[src/sv/aesp_pkg.sv]
// shared codes for the escape sequence parser: parser modes, action codes, byte values
// no dependencies
`timescale 1ns / 1ps

package aesp_pkg;

    // parser mode codes
    localparam logic [2:0] MODE_NORMAL    = 3'd0;
    localparam logic [2:0] MODE_ESC       = 3'd1;
    localparam logic [2:0] MODE_CSI       = 3'd2;
    localparam logic [2:0] MODE_P2        = 3'd3;
    localparam logic [2:0] MODE_TITLE_PRE = 3'd4;
    localparam logic [2:0] MODE_TITLE     = 3'd5;
    localparam logic [2:0] MODE_TITLE_END = 3'd6;

    // action codes
    localparam logic [2:0] ACT_NONE     = 3'd0;
    localparam logic [2:0] ACT_PRINT    = 3'd1;
    localparam logic [2:0] ACT_BELL     = 3'd2;
    localparam logic [2:0] ACT_LEFT     = 3'd3;
    localparam logic [2:0] ACT_EOL      = 3'd4;
    localparam logic [2:0] ACT_SCREEN   = 3'd5;
    localparam logic [2:0] ACT_POSITION = 3'd6;
    localparam logic [2:0] ACT_ATTR     = 3'd7;

    // character values
    localparam logic [7:0] CH_BEL       = 8'h07;
    localparam logic [7:0] CH_BS        = 8'h08;
    localparam logic [7:0] CH_ESC       = 8'h1B;
    localparam logic [7:0] CH_ZERO      = 8'h30;
    localparam logic [7:0] CH_NINE      = 8'h39;
    localparam logic [7:0] CH_SEMI      = 8'h3B;
    localparam logic [7:0] CH_LBRACKET  = 8'h5B;
    localparam logic [7:0] CH_BACKSLASH = 8'h5C;
    localparam logic [7:0] CH_RBRACKET  = 8'h5D;
    localparam logic [7:0] CH_D         = 8'h44;
    localparam logic [7:0] CH_H         = 8'h48;
    localparam logic [7:0] CH_J         = 8'h4A;
    localparam logic [7:0] CH_K         = 8'h4B;
    localparam logic [7:0] CH_M_LOWER   = 8'h6D;

    // result field width on the stream
    localparam int OUT_PARAM_W = 16;

    typedef logic [2:0] action_t;

endpackage

[src/sv/aesp_step.sv]
// next-state logic of the escape parser: mode transition, parameter update, action
// depends on aesp_pkg
`timescale 1ns / 1ps

module aesp_step
    import aesp_pkg::*;
#(
    parameter int PARAM_WIDTH = 16
)
(
    input  logic [2:0]             mode,
    input  logic [PARAM_WIDTH-1:0] param_one,
    input  logic [PARAM_WIDTH-1:0] param_two,
    input  logic [7:0]             code_byte,
    output logic [2:0]             mode_next,
    output logic [PARAM_WIDTH-1:0] param_one_next,
    output logic [PARAM_WIDTH-1:0] param_two_next,
    output action_t                action
);

    localparam int ACC_W = PARAM_WIDTH + 4;

    logic                   is_digit;
    logic [3:0]             digit;
    logic [ACC_W-1:0]       acc_src;
    logic [ACC_W-1:0]       acc_sum;
    logic [PARAM_WIDTH-1:0] acc_sat;
    logic [2:0]             final_action;
    logic                   second_sel;

    // digit decode
    assign is_digit = (code_byte >= CH_ZERO) && (code_byte <= CH_NINE);
    assign digit    = 4'(code_byte - CH_ZERO);

    // times ten plus digit with saturation, on whichever parameter is being built
    assign second_sel = (mode == MODE_P2);
    assign acc_src    = second_sel ? ACC_W'(param_two) : ACC_W'(param_one);
    assign acc_sum    = (acc_src << 3) + (acc_src << 1) + ACC_W'(digit);
    assign acc_sat    = (acc_sum[ACC_W-1:PARAM_WIDTH] != '0) ? {PARAM_WIDTH{1'b1}}
                                                           : acc_sum[PARAM_WIDTH-1:0];

    // final byte decode for a control sequence
    always_comb
    begin
        unique case (code_byte)
            CH_K:       final_action = ACT_EOL;
            CH_J:       final_action = (param_one == PARAM_WIDTH'(2)) ? ACT_SCREEN : ACT_NONE;
            CH_D:       final_action = ACT_LEFT;
            CH_H:       final_action = ACT_POSITION;
            CH_M_LOWER: final_action = ACT_ATTR;
            default:    final_action = ACT_NONE;
        endcase
    end

    // mode transition
    always_comb
    begin
        mode_next      = mode;
        param_one_next = param_one;
        param_two_next = param_two;
        action         = ACT_NONE;
        unique case (mode)
            MODE_ESC:
            begin
                if (code_byte == CH_LBRACKET)
                begin
                    mode_next      = MODE_CSI;
                    param_one_next = '0;
                    param_two_next = '0;
                end
                else if (code_byte == CH_RBRACKET)
                begin
                    mode_next = MODE_TITLE_PRE;
                end
                else
                begin
                    mode_next = MODE_NORMAL;
                end
            end
            MODE_CSI:
            begin
                if (code_byte == CH_SEMI)
                begin
                    mode_next = MODE_P2;
                end
                else if (is_digit)
                begin
                    param_one_next = acc_sat;
                end
                else
                begin
                    mode_next = MODE_NORMAL;
                    action    = final_action;
                end
            end
            MODE_P2:
            begin
                if (is_digit)
                begin
                    param_two_next = acc_sat;
                end
                else
                begin
                    mode_next = MODE_NORMAL;
                    action    = final_action;
                end
            end
            MODE_TITLE_PRE:
            begin
                if (code_byte == CH_SEMI)
                begin
                    mode_next = MODE_TITLE;
                end
                else if (code_byte == CH_ESC)
                begin
                    mode_next = MODE_TITLE_END;
                end
            end
            MODE_TITLE:
            begin
                if (code_byte == CH_ESC)
                begin
                    mode_next = MODE_TITLE_END;
                end
            end
            MODE_TITLE_END:
            begin
                mode_next = (code_byte == CH_BACKSLASH) ? MODE_NORMAL : MODE_TITLE;
            end
            default:
            begin
                // normal mode, unused code treated the same
                mode_next = MODE_NORMAL;
                if (code_byte == CH_ESC)
                begin
                    mode_next = MODE_ESC;
                end
                else if (code_byte == CH_BEL)
                begin
                    action = ACT_BELL;
                end
                else if (code_byte == CH_BS)
                begin
                    param_one_next = PARAM_WIDTH'(1);
                    action         = ACT_LEFT;
                end
                else
                begin
                    action = ACT_PRINT;
                end
            end
        endcase
    end

endmodule

[src/sv/ansi_escape_sequence_parser_core.sv]
// top level of the escape sequence parser: input register, parser state, result register
// depends on aesp_pkg and aesp_step
`timescale 1ns / 1ps
//
// usage
//   input stream s_*: one terminal byte per transaction in s_tdata[7:0]
//   output stream m_*: exactly one result per input byte, in order; m_tdata holds
//   the action code, then the first and second parameter (low 16 bits each)
//   path: an accepted byte is held in the input register, parsed by the step logic
//   and its result is captured in the result register, which drives m_*
//   throughput: one byte per cycle while m_tready is high, set by the parse step that
//   updates mode and parameters between the input and the result register
//   stall: while m_tready is low the result holds; one further byte may be taken
//   into the input register, after which s_tready drops until the result leaves
//   reset: rst_n clears both valid flags, the mode to normal and both
//   parameters to zero
//   PARAM_WIDTH sets the width of the internal parameter accumulators, which
//   saturate at their all-ones value; the result fields carry their low 16 bits
//
module ansi_escape_sequence_parser_core
    import aesp_pkg::*;
#(
    parameter int PARAM_WIDTH = 16
)
(
    input  logic        clk,
    input  logic        rst_n,
    input  logic        s_tvalid,
    output logic        s_tready,
    input  logic [7:0]  s_tdata,   // [7:0] code_byte
    output logic        m_tvalid,
    input  logic        m_tready,
    output logic [39:0] m_tdata    // [2:0] action, [18:3] first_param, [34:19] second_param
);

    localparam int EXT_W = PARAM_WIDTH + OUT_PARAM_W;

    logic                   in_valid_reg;
    logic [7:0]             in_byte_reg;
    logic [2:0]             mode_reg;
    logic [2:0]             mode_next;
    logic [PARAM_WIDTH-1:0] param_one_reg;
    logic [PARAM_WIDTH-1:0] param_one_next;
    logic [PARAM_WIDTH-1:0] param_two_reg;
    logic [PARAM_WIDTH-1:0] param_two_next;
    action_t                action;
    logic                   out_valid_reg;
    action_t                out_action_reg;
    logic [OUT_PARAM_W-1:0] out_first_reg;
    logic [OUT_PARAM_W-1:0] out_second_reg;
    logic [EXT_W-1:0]       first_ext;
    logic [EXT_W-1:0]       second_ext;
    logic                   advance;

    // handshake: the parse step moves when the result register is free or draining
    assign advance  = in_valid_reg && (!out_valid_reg || m_tready);
    assign s_tready = !in_valid_reg || advance;

    // input register
    always_ff @(posedge clk or negedge rst_n)
    begin
        if (!rst_n)
        begin
            in_valid_reg <= 1'b0;
        end
        else if (s_tready)
        begin
            in_valid_reg <= s_tvalid;
        end
    end

    always_ff @(posedge clk)
    begin
        if (s_tready && s_tvalid)
        begin
            in_byte_reg <= s_tdata;
        end
    end

    // parse step
    aesp_step #(
        .PARAM_WIDTH (PARAM_WIDTH)
    ) u_step (
        .mode           (mode_reg),
        .param_one      (param_one_reg),
        .param_two      (param_two_reg),
        .code_byte      (in_byte_reg),
        .mode_next      (mode_next),
        .param_one_next (param_one_next),
        .param_two_next (param_two_next),
        .action         (action)
    );

    // parser state
    always_ff @(posedge clk or negedge rst_n)
    begin
        if (!rst_n)
        begin
            mode_reg      <= MODE_NORMAL;
            param_one_reg <= '0;
            param_two_reg <= '0;
        end
        else if (advance)
        begin
            mode_reg      <= mode_next;
            param_one_reg <= param_one_next;
            param_two_reg <= param_two_next;
        end
    end

    // parameters fitted to the result field width
    assign first_ext  = EXT_W'(param_one_next);
    assign second_ext = EXT_W'(param_two_next);

    // result register
    always_ff @(posedge clk or negedge rst_n)
    begin
        if (!rst_n)
        begin
            out_valid_reg <= 1'b0;
        end
        else if (advance)
        begin
            out_valid_reg <= 1'b1;
        end
        else if (m_tready)
        begin
            out_valid_reg <= 1'b0;
        end
    end

    always_ff @(posedge clk)
    begin
        if (advance)
        begin
            out_action_reg <= action;
            out_first_reg  <= first_ext[OUT_PARAM_W-1:0];
            out_second_reg <= second_ext[OUT_PARAM_W-1:0];
        end
    end

    assign m_tvalid = out_valid_reg;
    assign m_tdata  = {5'b0, out_second_reg, out_first_reg, out_action_reg};

endmodule
[config.mk]
export PLATFORM = sky130hd
export DESIGN_NAME = ansi_escape_sequence_parser_core
export DESIGN_NICKNAME = d
export VERILOG_FILES = /design/src/sv/aesp_pkg.sv /design/src/sv/aesp_step.sv /design/src/sv/ansi_escape_sequence_parser_core.sv
export SDC_FILE = /design/constraint.sdc
export NUM_CORES = 1
export LEC_CHECK = 0
export BUFFER_PORTS_ARGS = -buffer_cell sky130_fd_sc_hd__buf_2
export CAP_MARGIN = 20
export CORE_MARGIN = 3
export CORE_UTILIZATION = 64
export DETAILED_ROUTE_END_ITERATION = 8
export GPL_TIMING_DRIVEN = 1
export PLACE_DENSITY = 0.83
export REMOVE_ABC_BUFFERS = 1
export SYNTH_ARGS = -nofsm -noshare
export SYNTH_HDL_FRONTEND = slang
export SYNTH_SLANG_ARGS = --single-unit
[constraint.sdc]
create_clock -name clk -period 7.25 [get_ports clk]
set_clock_uncertainty 0.05 [all_clocks]
set_input_delay 0.725 -clock clk [delete_from_list [all_inputs] [get_ports clk]]
set_output_delay 0.725 -clock clk [all_outputs]
set_load 0.01 [all_outputs]
; Yosys cells after proc, flatten, opt, wreduce, memory -nomap -nowiden
; Cells that the tools add are included.
[word_totals]
mem_bits_rw = 0
out_inout_bits = 42
regBits = 80
latch_bits = 0
mem_count = 0
rom_bits = 0
[classes]
n_reduce_logical = 11
n_div = 0
shift = 0
eq_ne = 19
add_sub_neg = 3
n_lt_le_gt_ge = 2
bitwise = 0
multipliers = 0
muxes = 31
[op_table]
columns = operator, n
row1 = two-way mux 16 bit, 10
row2 = "equality test 8 x 7 -> 1 bit, second input constant", 8
row3 = case mux 16 bit (3 select lines), 1
row4 = two-way mux 3 bit, 12
row5 = case mux 16 bit (2 select lines), 1
row6 = adder 20 bit, 1
row7 = adder 20 x 4 -> 20 bit, 1
row8 = case mux 3 bit (6 select lines), 1
row9 = "equality test 16 x 2 -> 1 bit, second input constant", 1
row10 = case mux 3 bit (5 select lines), 1
row11 = "equality test 3 bit, second input constant", 3
row12 = case mux 3 bit (3 select lines), 1
row13 = "equality test 8 x 3 -> 1 bit, second input constant", 1
row14 = "equality test 8 x 4 -> 1 bit, second input constant", 1
row15 = "equality test 8 x 5 -> 1 bit, second input constant", 1
row16 = "equality test 8 x 6 -> 1 bit, second input constant", 1
row17 = ">= comparator 8 x 6 -> 1 bit, second input constant", 1
row18 = "less-or-equal comparator 8 x 6 -> 1 bit, second input constant", 1
row19 = OR reduction 4 bit, 2
row20 = "equality test 3 x 2 -> 1 bit, second input constant", 2
row21 = nonzero test 4 bit, 1
row22 = "subtractor 4 x 1 -> 4 bit, second input constant", 1
row23 = "equality test 3 x 1 -> 1 bit, second input constant", 1
row24 = logical AND 1 bit, 3
row25 = other kinds (5), 9

; Depth between registers and ports, before layout
; Gate-level depths: netlist of the first run.
[logic_depth]
ltp_word = 9
ltp_mapped = 20

; Cells and area by module
; Synthesis of the first run repeated with hierarchy kept, for this count alone.
[hier_totals]
cells_unflattened = 518
hier_area_um2 = 5554.1
[by_module_without_submodules]
columns = mod, n_inst, cells_each, area_per_inst_um2
row1 = ansi_escape_sequence_parser_core, 1, 131, 2850.2
row2 = aesp_step, 1, 387, 2703.8

; Worst setup path after synthesis of the first run
; No wires, ideal clock.
[synth_timing]
kind = register to register
from = register mode_reg[2]
to = register out_first_reg[13], data pin
setup_slack_ps = 2827
arrival_ps = 4118
required_ps = 6946
path_stages_with_launch = 20
period_less_slack_ps = 4423
cell_sequence = dfrtp_1 > clkbuf_1 > inv_1 > and3_1 > clkbuf_1 > clkbuf_1 > nand2_1 > nand2_1 > inv_1 > fa_1 > inv_1 > ha_1 > a211oi_1 > o211ai_1 > a211o_1 > o211ai_2 > o211ai_4 > nor3_2 > nand2b_1 > o2bb2a_4
[synth_via]
elab_chain_len = 9
elab_cells_between_ends = 15
[synth_rtl]
columns = element, line
row1 = start: declaration, ansi_escape_sequence_parser_core.sv:40  ; logic [2:0] mode_reg;
row2 = start signal: assignment, ansi_escape_sequence_parser_core.sv:105  ; mode_reg <= mode_next;
row3 = equality test 3 x 2 -> 1 bit, "aesp_step.sv:36, aesp_step.sv:62"
row4 = two-way mux 16 bit, aesp_step.sv:37  ; assign acc_src = second_sel ? ACC_W'(param_two) : ACC_W'(param_one);
row5 = adder 20 bit, aesp_step.sv:38  ; assign acc_sum = (acc_src << 3) + (acc_src << 1) + ACC_W'(digit);
row6 = adder 20 x 4 -> 20 bit, aesp_step.sv:38
row7 = nonzero test 4 bit, aesp_step.sv:39  ; assign acc_sat = (acc_sum[ACC_W-1:PARAM_WIDTH] != '0) ? {PARAM_WIDTH{1'b1}}
row8 = two-way mux 16 bit, aesp_step.sv:39
row9 = two-way mux 16 bit, aesp_step.sv:86  ; else if (is_digit)
row10 = two-way mux 16 bit, aesp_step.sv:82  ; if (code_byte == CH_SEMI)
row11 = case mux 16 bit (3 select lines) *, aesp_step.sv:62  ; unique case (mode)
row12 = net param_one_next[13], ansi_escape_sequence_parser_core.sv:43  ; logic [PARAM_WIDTH-1:0] param_one_next;
row13 = end signal: assignment, ansi_escape_sequence_parser_core.sv:137  ; out_first_reg <= first_ext[OUT_PARAM_W-1:0];
row14 = end: declaration, ansi_escape_sequence_parser_core.sv:49  ; logic [OUT_PARAM_W-1:0] out_first_reg;
; The timed path passes the listed nets; every way through them passes the cells marked *.
; A chain may end at the register's enable or synchronous reset.

; Final worst setup path of the first run
; Ends and elaborated chain as after synthesis.

==> results.cfg, run 1 <==
[synth]
ys_seq_area_share_pct = 40.9
synth_cells = 586
synth-seq-cells = 80
synth_area_per_cell_um2 = 9.25
synth.distinct_cells = 80
synth_edf_count = 43
ys_top_cells_by_area = edfxtp_1, dfrtp_1, ha_1
yosysTopAreaCellShare_pct = 23.8
synthArstFlopShare_pct = 46.3
synth_area_um2 = 5420
yosysTopAreaCell = edfxtp_1
ys_warn_count = 0
ys.flop_type = edfxtp_1

[cts]
clkLatencyLatePin_ps = 360
cts_tree = built
clk_pin_slew_ps = 100
cts_hold_buf = 0
postCtsSetupBuffers = 0
cts-buffers-inserted = 9
cts_root_buf = clkbuf_8
clk_path_buf_depth = 2
ctsResizeCount = 0
htreeDepth = 3
cts.sinks = 80

[global_routing]
grt_start_max_net_pins = 38
overflow = 0
grt_pass1_wl_um = 24900
grt_pass1_vias = 4669
grt.total_usage_pct = 32.8
antenna_found_initial = 0

[worst_setup_path]
slowest_stage = and3_1
cpPeakStageDelay_ps = 680
cp_common_cell = inv_1
critPathRequiredTime_ps = 7330
start_kind = flop
worst_setup_path_end_kind = flop
critPathKind = reg -> reg
worstPathArrival_ps = 5210
path_cells = inv_1 > and3_1 > nand2_1 > nand2_1 > inv_1 > fa_1 > inv_1 > ha_1 > a211oi_1 > o211ai_1 > a211o_1 > o211ai_2 > o211ai_4 > nor3_2 > nand2b_1 > o2bb2a_4
worst-path-max-fanout = 18

[routing]
via_per_inst = 6.92
first_iter_violations = 643
drcViolationCount = 0
wire_per_inst_um = 21.8
antenna_left = 0
drt-total-wl_um = 15900
vias = 5061
dr.pass1.iters = 6

[power]
power_density_nw_per_um2 = 204
p_leak_nw = 2.59
vdd_drop_max_v = 0.000143

[worst_hold_path]
hp-class = in -> async

[placement]
port_buffers = 48
hpwl_um = 11700
gp_congestion = 0.992

[floorplanning]
start_util_pct = 68.0
core-area_um2 = 7970
fp-row-count = 32
die_area_um2 = 9610
die-height_um = 98.0
die_w_um = 98.0
io_pins = 54

[timing]
worst_slew_pin_slew_ps = 1060
maxSlewHeadroom_pct = 29.1
rsz0062_at_grt = false
hold_violations = 0
setup_tns_ps = 0
setup_viol = 0
fin_crit_ps = 5130
post-route-period-util_pct = 70.8
maxSlewViolCount = 0
fmax_mhz = 195

[layout]
antenna_cells = 0
fin_util_pct = 74.1
nets = 669
syn_to_final_growth_pct = 8.91
drive_gt1_share_pct = 15.3
final_common_cell = nand2_1
final_cell_mix = nand2_1, o21ai_0, buf_2, a21oi_1, edfxtp_1

[status]
status = completed

[job]
maxCapViolations = 0
[cells in the mapped netlist (all sizes together), types with 2 or more instances]
master   instances
nand2           93
o21ai           62
a21oi           48
edfxtp          43
nor2            41
dfrtp           37
ha              31
clkbuf          19
inv             16
a21o            13
nor3            13
buf             12
a211oi           9
nand2b           9
nand3            8
nand4            8
o21a             8
or3              8
xnor2            8
a31oi            7
and3             7
o211ai           6
nor2b            5
nor4b            5
xor2             5
a22oi            4
and2             4
o22ai            4
o2bb2ai          4
nor4             3
o31ai            3
or2              3
a2111oi          2
a211o            2
a22o             2
a41oi            2
and4             2
and4b            2
fa               2
mux2i            2
nand3b           2
o221ai           2
o22a             2
o41ai            2
[worst max-delay path, delay by kind of cell (launching register included)]
kind | cells | cell delay, ps
AND/OR/NAND/NOR | 5 | 1630
AO/OA/AOI/OAI | 6 | 1560
flip-flops | 1 | 540
adder cells (fa/ha/maj) | 2 | 830
buffers and inverters | 3 | 270
[cell type report]
| cell class | count | area (um2) |
|---|---|---|
| Multi-Input combinational cell | 463 | 3010 |
| Sequential cell | 80 | 2220 |
| Fill cell | 565 | 2070 |
| Timing Repair Buffer | 54 | 285 |
| Clock buffer | 10 | 149 |
| Tap cell | 102 | 128 |
| Inverter | 16 | 60.1 |
| Clock inverter | 6 | 48.8 |
[worst paths after layout]
check / from / slack [ps] / endpoint / cells past startpoint
setup / recovery: mode_reg[2] / 2120 / out_first_reg[13] / 16
hold reg to reg: param_two_reg[9] / 480 / param_two_reg[9] / 2
max in group asynchronous: rst_n / 6150 / param_two_reg[10] / 1
setup reg to reg: mode_reg[2] / 2120 / out_first_reg[13] / 16
hold / removal: rst_n / 430 / param_two_reg[3] / 1
min in group clk: param_two_reg[9] / 480 / param_two_reg[9] / 2
[metrics by stage]
stage	power (mW)	instances	cell area (um2)	hold slack, ps	setup WS, ps
after global routing	1.25	731	5900	478	1870
after CTS	1.20	731	5900	453	2210
final	1.21	731	5900	429	2120
after global placement	0.863	714	5700	427	2350
after detailed placement	0.871	715	5700	453	2230
after floorplan	0.765	559	5290	379	3010
[report_power, final]
| group | total, mW | switching [mW] | internal, mW |
|---|---|---|---|
| Combinational | 0.332 | 0.225 | 0.107 |
| Clock | 0.332 | 0.183 | 0.149 |
| Sequential | 0.541 | 0.0282 | 0.513 |
| Total | 1.21 | 0.436 | 0.769 |
[logic make-up (layout without fill, tap and decap cells)]
logic type      Yosys count  count (layout)  share of synthesized area [%]
simple gates            218             218                           20.5
compound gates          191             191                           24.1
flops                    80              80                           40.9
buf+inv                  47              86                           3.74
fa+ha+maj                33              33                           7.90
xor+xnor                 13              13                           2.10
mux                       3               3                          0.646
other cells               1               5                         0.0692
[per-layer routing]
layer	part of all wire, %	vias up	global-route usage (%)	routed length, um
li1	-	2235	-	-
met4	3.9	0	12.6	616
met2	45	397	49.9	7140
met5	0	-	0	0
met3	11	73	6.79	1790
met1	40	2356	46.3	6390
(Power assumes the default switching activity.)
==> inputs of run 2 (changes only) <==
--- a/config.mk
+++ b/config.mk
@@ -8,10 +8,10 @@
 export BUFFER_PORTS_ARGS = -buffer_cell sky130_fd_sc_hd__buf_2
 export CAP_MARGIN = 20
 export CORE_MARGIN = 3
-export CORE_UTILIZATION = 64
+export CORE_UTILIZATION = 60
 export DETAILED_ROUTE_END_ITERATION = 8
 export GPL_TIMING_DRIVEN = 1
-export PLACE_DENSITY = 0.83
+export PLACE_DENSITY = 0.79
 export REMOVE_ABC_BUFFERS = 1
 export SYNTH_ARGS = -nofsm -noshare
 export SYNTH_HDL_FRONTEND = slang
==> constraint.sdc (replaced) <==
create_clock -name clk -period 5.12 [get_ports clk]
set_clock_uncertainty 0.05 [all_clocks]
set_input_delay 0.512 -clock clk [delete_from_list [all_inputs] [get_ports clk]]
set_output_delay 0.512 -clock clk [all_outputs]
set_load 0.01 [all_outputs]
==> results.cfg, run 2 (synthesis gave the netlist of run 1 again) <==
[worst_setup_path]
cp_num_buf_inv = 2
r2r_setup_slack_ps = 420
reg2reg_from = mode_reg[2]
cpPeakStageDelay_ps = 610
critPathKind = reg -> reg
critPathRequiredTime_ps = 5190
reg2reg_to = out_first_reg[13]
worstPathArrival_ps = 4770
endpoint = out_first_reg[13]
path_cells = nand3b_1 > buf_4 > mux2i_1 > fa_1 > inv_1 > ha_1 > a211oi_1 > o211ai_1 > a211o_1 > o211ai_2 > o211ai_4 > nor3_2 > nand2b_1 > o2bb2a_4
worst_setup_path_end_kind = flop
slowest_stage = dfrtp_1
path_depth = 14
start_kind = flop
worstSetupStartpoint = mode_reg[2]
worst-path-max-fanout = 16
ff2ff_path_depth = 14
path_delay_family = compound AO/OA/AOI/OAI gates

[power]
fin_total_pwr_mw = 1.71
swShare_pct = 37.2
p_clk_share_pct = 27.6
seqPwrFrac_pct = 44.7
intPower_mw = 1.07
power_density_nw_per_um2 = 286
comb_power_share_pct = 27.7
p_leak_nw = 2.63
p_switching_mw = 0.636
vdd_drop_max_v = 0.000190

[timing]
setup_viol = 0
fin_crit_ps = 4700
rsz0062_at_grt = false
setup_tns_ps = 0
post-route-period-util_pct = 91.9
maxSlewHeadroom_pct = 37.5
fmax_mhz = 213
fin_ws_ps = 416
holdWs_ps = 215
maxSlewViolCount = 0
worst_slew_pin_slew_ps = 938
hold_violations = 0

[routing]
via_per_inst = 6.58
dr.pass1.iters = 6
vias = 4895
drt-total-wl_um = 15400
wire_per_inst_um = 20.7
drcViolationCount = 0
antenna_left = 0
first_iter_violations = 591

[floorplanning]
start_util_pct = 61.8
io_pins = 54
fp-row-count = 34
core-area_um2 = 8760
die_area_um2 = 10200
die-height_um = 101
die_w_um = 101

[layout]
stdcell_count = 744
drive_gt1_share_pct = 16.4
fin_util_pct = 68.1
final_common_cell = nand2_1
fin_area_um2 = 5970
nets = 676
antenna_cells = 0
syn_to_final_growth_pct = 10.1
final_cell_mix = nand2_1, o21ai_0, buf_2, a21oi_1, edfxtp_1

[global_routing]
grt_pass1_wl_um = 24000
overflow = 0
grt.total_usage_pct = 30.3
grt_start_max_net_pins = 38
grt_pass1_vias = 4475
antenna_found_initial = 0

[cts]
cts.sinks = 80
htreeDepth = 3
ctsResizeCount = 0
cts_tree = built
clk_path_buf_depth = 2
cts-buffers-inserted = 9
cts_root_buf = clkbuf_8
clkLatencyLatePin_ps = 370
clk_pin_slew_ps = 100

[placement]
port_buffers = 48
hpwl_um = 11700
place_ws_ps = 316
placed_area_um2 = 5740
gp_congestion = 0.984
dp_cells = 725

[job]
maxCapViolations = 0

[status]
status = completed

[worst_hold_path]
hp-class = in -> async
[run 2: cell type report]
type | instances | area (um2)
multi-input cells | 463 | 3020
fillers | 721 | 2800
flip-flops and latches | 80 | 2220
repair buffers | 61 | 335
well taps | 108 | 135
clock buffers | 9 | 124
clock inverters | 7 | 75.1
inverters | 16 | 60.1
[run 2: worst min-delay path by stage]
stage,start,end,depth (start not counted),slack (ps)
after floorplan,rst_n,in_valid_reg,0,170
after global placement,in_valid_reg,m_tvalid,1,430
after detailed placement,in_valid_reg,m_tvalid,1,440
after CTS,rst_n,param_two_reg[6],1,240
after global routing,s_tdata[3],in_byte_reg[3],1,260
final,rst_n,param_two_reg[6],1,210
[run 2: metal layers]
metal,part of all wire [%],track usage [%],vias up
met5,0,0,-
met4,2.8,8.49,0
met3,9.2,5.12,37
met2,47,49.0,285
met1,41,42.2,2328
li1,-,-,2245
[run 2: repair_timing]
item                       in CTS  in global routing
setup endpoints to repair       0                  1
setup buffers                   0                  3
hold buffers                    0                  0
[run 2: power groups by stage]
stage / combinational (mW) / clock [mW] / sequential (mW)
detailed placement: 0.462 / 0 / 0.776
global placement: 0.456 / 0 / 0.774
global route: 0.513 / 0.494 / 0.769
finish: 0.474 / 0.471 / 0.764
floorplan: 0.306 / 0 / 0.778
CTS: 0.463 / 0.469 / 0.762
